$ cat config.mk
export PLATFORM = sky130hd
export DESIGN_NAME = bid_ctrl
export DESIGN_NICKNAME = d
export VERILOG_FILES = /design/src/design/bid_pkg.sv /design/src/design/bid_ctrl.sv
export SDC_FILE = /design/constraint.sdc
export NUM_CORES = 1
export LEC_CHECK = 0
export BUFFER_PORTS_ARGS = -buffer_cell sky130_fd_sc_hd__buf_4
export CAP_MARGIN = 20
export CELL_PAD_IN_SITES_DETAIL_PLACEMENT = 0
export CELL_PAD_IN_SITES_GLOBAL_PLACEMENT = 1
export CORE_UTILIZATION = 34
export CTS_CLUSTER_SIZE = 40
export DETAILED_ROUTE_END_ITERATION = 8
export GPL_TIMING_DRIVEN = 1
export PLACE_DENSITY = 0.72
export SLEW_MARGIN = 20
export SYNTH_ARGS = -nofsm -noshare
export SYNTH_HDL_FRONTEND = slang
export SYNTH_SLANG_ARGS = --single-unit
$ cat constraint.sdc
create_clock -name clk -period 1.6 [get_ports clk]
set_clock_uncertainty 0.2 [all_clocks]
set_input_delay 0.08 -clock clk [delete_from_list [all_inputs] [get_ports clk]]
set_output_delay 0.08 -clock clk [all_outputs]
set_load 0.1 [all_outputs]
$ cat src/design/bid_pkg.sv
package bid_pkg;

  localparam int MAX_KNOTS  = 128;
  localparam int MAX_NODES  = 16;
  localparam int MAX_DEGREE = 7;

  localparam int KNOT_AW = $clog2(MAX_KNOTS);
  localparam int NODE_AW = $clog2(MAX_NODES);
  localparam int COEF_AW = KNOT_AW + NODE_AW;
  localparam int WORK_AW = $clog2(MAX_DEGREE + 1);
  localparam int KC_W    = KNOT_AW + 1;

  // divider: 33-bit magnitude shifted up 16 -> 49 quotient bits
  localparam int DIV_STEPS = 49;
  localparam int DIV_CW    = $clog2(DIV_STEPS + 1);

  localparam int CFG_IDX_W = 1;
  localparam logic [CFG_IDX_W-1:0] CFG_DEGREE     = 1'd0;
  localparam logic [CFG_IDX_W-1:0] CFG_KNOT_COUNT = 1'd1;

  localparam logic [1:0] KIND_KNOT = 2'd0;
  localparam logic [1:0] KIND_COEF = 2'd1;
  localparam logic [1:0] KIND_EVAL = 2'd2;

  localparam int OP_W = 5;
  localparam logic [OP_W-1:0] OP_NONE     = 5'd0;
  localparam logic [OP_W-1:0] OP_WR_KNOT  = 5'd1;
  localparam logic [OP_W-1:0] OP_WR_COEF  = 5'd2;
  localparam logic [OP_W-1:0] OP_START    = 5'd3;
  localparam logic [OP_W-1:0] OP_RD_TLO   = 5'd4;
  localparam logic [OP_W-1:0] OP_RD_THI   = 5'd5;
  localparam logic [OP_W-1:0] OP_BS_INIT  = 5'd6;
  localparam logic [OP_W-1:0] OP_BS_RD    = 5'd7;
  localparam logic [OP_W-1:0] OP_BS_UPD   = 5'd8;
  localparam logic [OP_W-1:0] OP_MU_SET   = 5'd9;
  localparam logic [OP_W-1:0] OP_LD_RD    = 5'd10;
  localparam logic [OP_W-1:0] OP_LD_WR    = 5'd11;
  localparam logic [OP_W-1:0] OP_RED_INIT = 5'd12;
  localparam logic [OP_W-1:0] OP_T_RDJ    = 5'd13;
  localparam logic [OP_W-1:0] OP_T_CAPJ   = 5'd14;
  localparam logic [OP_W-1:0] OP_T_CAPK   = 5'd15;
  localparam logic [OP_W-1:0] OP_W_CAPL   = 5'd16;
  localparam logic [OP_W-1:0] OP_W_CAPH   = 5'd17;
  localparam logic [OP_W-1:0] OP_A_CAP    = 5'd18;
  localparam logic [OP_W-1:0] OP_BL_MUL   = 5'd19;
  localparam logic [OP_W-1:0] OP_BL_SUM   = 5'd20;
  localparam logic [OP_W-1:0] OP_F_RD0    = 5'd21;
  localparam logic [OP_W-1:0] OP_F_RD1    = 5'd22;
  localparam logic [OP_W-1:0] OP_F_DIV    = 5'd23;
  localparam logic [OP_W-1:0] OP_F_QP     = 5'd24;
  localparam logic [OP_W-1:0] OP_F_MUL    = 5'd25;
  localparam logic [OP_W-1:0] OP_F_OUT    = 5'd26;
  localparam logic [OP_W-1:0] OP_O_OUT    = 5'd27;

  typedef struct packed {
    logic [1:0]         kind;
    logic [3:0]         node;
    logic [6:0]         slot;
    logic signed [31:0] value;
    logic signed [31:0] upstream_grad;
  } in_item_t;

  typedef struct packed {
    logic signed [31:0] grad_x;
    logic               out_of_range;
    logic               saturated;
  } out_item_t;

  typedef struct packed {
    logic [OP_W-1:0] op;
  } cmd_t;

  typedef struct packed {
    logic kfew;
    logic oor_lo;
    logic oor_hi;
    logic bs_done;
    logic ld_last;
    logic p_one;
    logic j_last;
    logic k_last;
    logic div_busy;
    logic out_free;
  } sts_t;

  // {clipped, value}
  function automatic logic [32:0] sat32(input logic signed [64:0] v);
    logic [32:0] r;
    if (v > 65'sd2147483647) begin
      r = {1'b1, 32'h7fffffff};
    end else if (v < -65'sd2147483648) begin
      r = {1'b1, 32'h80000000};
    end else begin
      r = {1'b0, v[31:0]};
    end
    return r;
  endfunction

  // round to nearest, ties up, drop 16 fraction bits
  function automatic logic signed [64:0] round16(input logic signed [64:0] v);
    logic signed [64:0] w;
    w = v + 65'sd32768;
    return w >>> 16;
  endfunction

endpackage

$ cat src/design/bid_ctrl.sv
module bid_ctrl (
  input  logic          clk,
  input  logic          rst_n,
  input  logic          in_accept,
  input  logic [1:0]    in_kind,
  input  bid_pkg::sts_t sts,
  output bid_pkg::cmd_t cmd,
  output logic          busy
);

  localparam logic [4:0] S_IDLE = 5'd0;
  localparam logic [4:0] S_CHK0 = 5'd1;
  localparam logic [4:0] S_CHK1 = 5'd2;
  localparam logic [4:0] S_CHK2 = 5'd3;
  localparam logic [4:0] S_BS0  = 5'd4;
  localparam logic [4:0] S_BS1  = 5'd5;
  localparam logic [4:0] S_LD0  = 5'd6;
  localparam logic [4:0] S_LD1  = 5'd7;
  localparam logic [4:0] S_RI   = 5'd8;
  localparam logic [4:0] S_R0   = 5'd9;
  localparam logic [4:0] S_R1   = 5'd10;
  localparam logic [4:0] S_R2   = 5'd11;
  localparam logic [4:0] S_R3   = 5'd12;
  localparam logic [4:0] S_R4   = 5'd13;
  localparam logic [4:0] S_R5   = 5'd14;
  localparam logic [4:0] S_R6   = 5'd15;
  localparam logic [4:0] S_R7   = 5'd16;
  localparam logic [4:0] S_F0   = 5'd17;
  localparam logic [4:0] S_F1   = 5'd18;
  localparam logic [4:0] S_F2   = 5'd19;
  localparam logic [4:0] S_F3   = 5'd20;
  localparam logic [4:0] S_F4   = 5'd21;
  localparam logic [4:0] S_F5   = 5'd22;
  localparam logic [4:0] S_OOR  = 5'd23;

  logic [4:0] state_r, state_nxt;

  always_comb begin
    state_nxt = state_r;
    cmd.op    = bid_pkg::OP_NONE;
    unique case (state_r)
      S_IDLE: begin
        if (in_accept) begin
          unique case (in_kind)
            bid_pkg::KIND_KNOT: cmd.op = bid_pkg::OP_WR_KNOT;
            bid_pkg::KIND_COEF: cmd.op = bid_pkg::OP_WR_COEF;
            bid_pkg::KIND_EVAL: begin
              cmd.op    = bid_pkg::OP_START;
              state_nxt = S_CHK0;
            end
            default: ;
          endcase
        end
      end
      S_CHK0: begin
        cmd.op    = bid_pkg::OP_RD_TLO;
        state_nxt = sts.kfew ? S_OOR : S_CHK1;
      end
      S_CHK1: begin
        if (sts.oor_lo) begin
          state_nxt = S_OOR;
        end else begin
          cmd.op    = bid_pkg::OP_RD_THI;
          state_nxt = S_CHK2;
        end
      end
      S_CHK2: begin
        if (sts.oor_hi) begin
          state_nxt = S_OOR;
        end else begin
          cmd.op    = bid_pkg::OP_BS_INIT;
          state_nxt = S_BS0;
        end
      end
      S_BS0: begin
        if (sts.bs_done) begin
          cmd.op    = bid_pkg::OP_MU_SET;
          state_nxt = S_LD0;
        end else begin
          cmd.op    = bid_pkg::OP_BS_RD;
          state_nxt = S_BS1;
        end
      end
      S_BS1: begin
        cmd.op    = bid_pkg::OP_BS_UPD;
        state_nxt = S_BS0;
      end
      S_LD0: begin
        cmd.op    = bid_pkg::OP_LD_RD;
        state_nxt = S_LD1;
      end
      S_LD1: begin
        cmd.op    = bid_pkg::OP_LD_WR;
        state_nxt = sts.ld_last ? S_RI : S_LD0;
      end
      S_RI: begin
        cmd.op    = bid_pkg::OP_RED_INIT;
        state_nxt = sts.p_one ? S_F0 : S_R0;
      end
      S_R0: begin
        cmd.op    = bid_pkg::OP_T_RDJ;
        state_nxt = S_R1;
      end
      S_R1: begin
        cmd.op    = bid_pkg::OP_T_CAPJ;
        state_nxt = S_R2;
      end
      S_R2: begin
        cmd.op    = bid_pkg::OP_T_CAPK;
        state_nxt = S_R3;
      end
      S_R3: begin
        cmd.op    = bid_pkg::OP_W_CAPL;
        state_nxt = S_R4;
      end
      S_R4: begin
        cmd.op    = bid_pkg::OP_W_CAPH;
        state_nxt = S_R5;
      end
      S_R5: begin
        if (!sts.div_busy) begin
          cmd.op    = bid_pkg::OP_A_CAP;
          state_nxt = S_R6;
        end
      end
      S_R6: begin
        cmd.op    = bid_pkg::OP_BL_MUL;
        state_nxt = S_R7;
      end
      S_R7: begin
        cmd.op    = bid_pkg::OP_BL_SUM;
        state_nxt = (sts.j_last && sts.k_last) ? S_F0 : S_R0;
      end
      S_F0: begin
        cmd.op    = bid_pkg::OP_F_RD0;
        state_nxt = S_F1;
      end
      S_F1: begin
        cmd.op    = bid_pkg::OP_F_RD1;
        state_nxt = S_F2;
      end
      S_F2: begin
        cmd.op    = bid_pkg::OP_F_DIV;
        state_nxt = S_F3;
      end
      S_F3: begin
        if (!sts.div_busy) begin
          cmd.op    = bid_pkg::OP_F_QP;
          state_nxt = S_F4;
        end
      end
      S_F4: begin
        cmd.op    = bid_pkg::OP_F_MUL;
        state_nxt = S_F5;
      end
      S_F5: begin
        if (sts.out_free) begin
          cmd.op    = bid_pkg::OP_F_OUT;
          state_nxt = S_IDLE;
        end
      end
      S_OOR: begin
        if (sts.out_free) begin
          cmd.op    = bid_pkg::OP_O_OUT;
          state_nxt = S_IDLE;
        end
      end
      default: state_nxt = S_IDLE;
    endcase
  end

  always_ff @(posedge clk) begin
    if (!rst_n) begin
      state_r <= S_IDLE;
    end else begin
      state_r <= state_nxt;
    end
  end

  assign busy = state_r != S_IDLE;

endmodule

# ---- Yosys cells after proc, flatten, opt, wreduce, memory -nomap -nowiden
# Index checks and enable logic that the tools add are counted.
dict set report word_totals {
  register_bits 5
  input_bits 15
  word_cells 60
}
dict set report classes {
  eq_ne 30
  n_mux 23
  reduce_logical 6
}
# op count
set op_table {}
lappend op_table {{case mux 5 bit (24 select lines)} 1}
lappend op_table {{case mux 5 bit (23 select lines)} 1}
lappend op_table {{two-way mux 5 bit} 14}
lappend op_table {{== test 5 x 4 -> 1 bit (second input constant)} 8}
lappend op_table {{== test 5 bit (second input constant)} 8}
lappend op_table {{== test 5 x 3 -> 1 bit (second input constant)} 4}
lappend op_table {{== test 5 x 2 -> 1 bit (second input constant)} 2}
lappend op_table {{two-way mux 4 bit} 2}
lappend op_table {{two-way mux 3 bit} 2}
lappend op_table {{!= test 2 bit (second input constant)} 3}
lappend op_table {{case mux 2 bit (3 select lines)} 1}
lappend op_table {{== test 5 x 1 -> 1 bit (second input constant)} 1}
lappend op_table {{logical NOT 5 bit} 1}
lappend op_table {{AND reduction 5 bit} 1}
lappend op_table {{nonzero test 5 bit} 1}
lappend op_table {{two-way mux 2 bit} 2}
lappend op_table {{!= test 2 x 1 -> 1 bit (second input constant)} 2}
lappend op_table {{== test 2 x 1 -> 1 bit (second input constant)} 1}
lappend op_table {{== test 2 bit (second input constant)} 1}
lappend op_table {{logical NOT 2 bit} 1}
lappend op_table {{OR reduction 2 bit} 1}
lappend op_table {{logical AND 1 bit} 1}

# ---- Longest topological paths before layout
dict set report logic_depth {
  depth_word 4
  depth_mapped 7
  depth_no_buf 6
}

# ---- Least setup slack after synthesis
# Ideal clock, no wire load.
dict set report synth_timing {
  kind {reg-to-output}
  startpoint {reg state_r[1]}
  endpoint {out cmd[4] (netlist bit)}
  t_arrival_ps 3073
  required_ps 1320
  slack_ps -1753
  path_stages_with_launch 7
  path_buffers 3
  path_cell_list {dfxtp_1 -> buf_2 -> buf_2 -> buf_2 -> nand2_1 -> o211a_1 -> o21ai_0}
}
# element line
set synth_lines {}
lappend synth_lines {{start, declared} bid_ctrl.sv:36} ;# logic [4:0] state_r, state_nxt;
lappend synth_lines {{start signal, assigned} bid_ctrl.sv:176} ;# state_r <= state_nxt;
lappend synth_lines {{end, declared} bid_ctrl.sv:7} ;# output bid_pkg::cmd_t cmd,

==> results.md <==
Outcome:
- The run finished, with violations left.
- The checks that failed: setup timing.

Clock network:
- Clock-pin slew was measured on the worst setup and hold paths at 0.04 ns.
- The longest clock path from root to sink contains 2 buffers.
- The total clock sinks is 5.
- The latest clock arrival within the worst-skew pair is approximately 0.26 ns.
- The count of H-tree levels built during CTS is 1.
- The total CTS buffers is 3.
- Clock tree synthesis selected as its root buffer the cell sky130_fd_sc_hd__clkbuf_4.
- TritonCTS built the clock tree.

Global route:
- The first-pass GRT wire length is between 5000 and 6000 um.
- The global-route total usage across every layer is ~28%.
- The number of global-route vias before repair is about 1300.
- Entering global routing, the biggest net connects 16 pins.
- The number of antenna violations at the first check in global routing is 0.
- For this run the aggregate overflow at the end of global routing stands at 0.

Logic synthesis:
- Counting flops and latches in the post-synthesis netlist gives 5.
- Of the post-synthesis cell area, the dominant cell type holds about 11%.
- In this run the mean area of a mapped cell was 6.89 sq um.
- The number of nets handed over by synthesis was 150.
- The number of synthesis warnings is 0.
- The synthesized cell area is slightly above 900 sq um.
- sky130_fd_sc_hd__dfxtp_1 takes more of the synthesized area than any other cell.
- The share of flip-flops with an asynchronous set or reset after synthesis is 0%.
- In the synthesized netlist the dominant register cell turns out to be sky130_fd_sc_hd__dfxtp_1.
- The leading cell type by number of instances after synthesis is sky130_fd_sc_hd__nand2_1.
- In this run, synthesis inferred 0 flip-flops with an integrated enable.
- Synthesis produced a netlist whose cell count is 134.
- By count the netlist is led by 12 x sky130_fd_sc_hd__nand2_1, 9 x sky130_fd_sc_hd__a21oi_1, 9 x sky130_fd_sc_hd__o21ai_0.
- The proportion of synthesized chip area in sequential cells is 10.8%.
- By area the synthesized netlist is led by sky130_fd_sc_hd__dfxtp_1 11%, sky130_fd_sc_hd__a21oi_1 4.9%, sky130_fd_sc_hd__o21ai_0 4.9%.
- After synthesis, the netlist uses 50 different library cells.

Cells and area:
- The number of nets in the layout is ~210.
- Relative to the synthesized area, the layout overhead comes to 107%.
- Fill cells in the final layout number approximately 160.
- The register with the most flip-flops in the layout has 5 of them.
- Excluding fillers, the count of instances in the completed layout stands at around 230.
- The diode insertion count for antenna repair is 0.
- The summed area of non-filler cells in the final layout is around 1900 sq um.
- More flip-flops sit in one register than any other, and that register is state_r.
- The share of final-layout standard cells stronger than drive strength 1 is about 60%.
- The largest registers in the layout are state_r x5.

Detailed routing:
- The via count is approximately 1500.
- The count of nets left with antenna violations once routing finished came out at 0.
- The wire length reported by the detailed router is 4550 um.
- The number of search-and-repair iterations in the first detailed-routing pass is 6.
- The number of DRC markers after the initial detailed-route iteration is 70.
- The final routed wire length divided by cell count is ~20 um.
- After detailed routing, the number of remaining DRC violations is 0.
- The via density per instance is roughly 6.4.

Timing:
- The number of hold-slack violations in the final timing report is 0.
- After layout, the worst path uses 120% of the clock period.
- The worst pin sits at a relative slew slack of a little over two thirds.
- The pin slew with the least headroom to its limit is between 0.4 and 0.5 ns.
- After layout, the minimum clock period comes to 1.92 ns.
- The maximum clock frequency is approximately 520 MHz.
- In the post-route analysis, the smallest setup slack over all paths is -0.324 ns.
- Setup repair after global routing could not meet its margin everywhere.
- The max-slew violation total from the final report came to 0.
- Setup violations remaining at the end of the flow were counted as 11.
- Adding up every negative setup slack in the final design gives -2.33 ns.

Worst setup path:
- STA classifies the critical path endpoint as an output port.
- In this run the worst path has a maximum fanout of 8.
- The arrival time of data at the critical path endpoint is approximately 1.6 ns.
- The critical path data required time is around 1.3 ns.
- The buffering stage count on the worst path with inverters included is 2.
- In this design, the stage delay of the slowest critical-path cell is roughly 0.37 ns.
- On the critical path, the stage with the largest delay is an instance of sky130_fd_sc_hd__dfxtp_4.
- The signal on the critical path passes through buf_6 -> nor4b_2 -> o21ai_1 -> o21ai_1 -> mux2_4 -> buf_12.
- Among the stages of the critical path, the cell type that occurs most often is sky130_fd_sc_hd__o21ai_1.
- The critical setup path kind is flop to output port.
- STA classifies the critical path startpoint as a flop.
- Broken down by cell family, the worst path's largest delay share belongs to flip-flops.

Placement:
- The routability-driven placement congestion ratio is 0.808.
- The total cell area at the placement stage is 1290 sq um.
- Input and output buffers added on the ports amount to 20.
- Once placement completed, the tool counted placed cells totaling 197.
- The worst slack after detailed placement is -0.238 ns.
- The HPWL after detailed placement is 2250 um.

Die:
- The effective utilization at floorplan is 36.6%.
- Measured along the y axis, the die boundary spans 54.1 um.
- From left edge to right edge, the die measures 54.1 um.
- The number of placement rows is 18.
- The floorplan die area is roughly 2900 sq um.
- 21 I/O pins were placed.
- The floorplan step defined a core boundary enclosing ~2500 sq um.

Power:
- The worst-case IR drop observed on VDD is ~3.0 mV.
- Dividing total power by cell area gives a power density of ~2500 nW/um^2.
- The leakage power figure is about 0.81 nW.
- The post-route total power is about 0.0047 W.

Worst hold path:
- In this run the worst hold path is classified as primary input to flop.

Run:
- The tool flagged a number of max-cap violations equal to 0.
==> path summary, 6_finish.rpt <==
path	startpoint	to	slack, ns	cells after the start
setup / recovery	state_r[2]$_SDFFE_PN0P_	cmd[2]	-0.32	6
hold / removal	sts[4]	state_r[3]$_SDFFE_PN0P_	0.03	4
setup reg to reg	state_r[0]$_SDFFE_PN0P_	state_r[1]$_SDFFE_PN0P_	-0.30	5
hold reg to reg	state_r[2]$_SDFFE_PN0P_	state_r[2]$_SDFFE_PN0P_	0.50	3
==> power by group <==
group          internal [W]  switching [W]
Clock             0.0000950      0.0000628
Combinational       0.00197        0.00227
Sequential         0.000201       0.000113
Total               0.00226        0.00244
==> metal layers <==
layer | part of all wire, % | global-route usage [%] | up-vias
met5 | 0 | 0 | -
met4 | 4.2 | 13.2 | 0
met3 | 8.3 | 3.95 | 28
met2 | 49 | 48.6 | 93
met1 | 38 | 33.5 | 700
li1 | - | - | 636
==> cell usage in the layout (no fill, tap or decap), drive strengths merged, types with 4 or more instances in the layout <==
| master | netlist | layout |
|---|---|---|
| buf | 12 | 69 |
| nand2 | 12 | 12 |
| a21oi | 9 | 9 |
| o21ai | 9 | 9 |
| nor2 | 8 | 8 |
| dfxtp | 5 | 5 |
| nor2b | 5 | 5 |
| clkbuf | 4 | 5 |
| inv | 4 | 4 |
| nand2b | 4 | 4 |
| o22ai | 4 | 4 |
| nor4 | 4 | 4 |
==> repair_timing <==
item,in CTS,in global routing
pin swaps,13,20
hold endpoints to repair,5,1
setup endpoints to repair,10,11
resized for setup,62,18
hold buffers,3,1
cloned,1,1
buffers inserted,20,3
==> area by class of cell <==
cell class	count	area, sq um	share of cell area [%]
multi-input combinational	109	963	50.5
timing repair buffer	74	746	39.1
sequential	5	119	6.23
tap	30	37.5	1.97
clock buffer	4	26.3	1.38
inverter	4	15.0	0.787
==> logic make-up (layout without fill, tap and decap cells) <==
| group | after synthesis | after routing | share of synthesized area [%] |
|---|---|---|---|
| adders and majority gates | 1 | 1 | 1.35 |
| DFF | 5 | 5 | 10.8 |
| and+or+nand+nor | 58 | 58 | 37.4 |
| xor gates and xnor gates | 1 | 1 | 0.949 |
| buffers and inverters | 20 | 82 | 11.1 |
| muxes | 1 | 1 | 1.22 |
| AOI/OAI and AO/OA | 48 | 48 | 37.1 |
==> worst min-delay path: cells and delay by family <==
family | cells | cell delay (ns)
buffers and inverters | 1 | 0.10
AO/OA/AOI/OAI | 3 | 0.26
==> per-stage QoR <==
stage | hold slack [ns] | utilization [%]
floorplan | 0.0110 | -
global placement | 0.169 | 51.3
detailed placement | 0.170 | 51.3
CTS | 0.0121 | 71.4
global route | 0.0486 | 75.6
finish | 0.0300 | 75.6
Note: power is estimated with default switching activity, not from simulation.
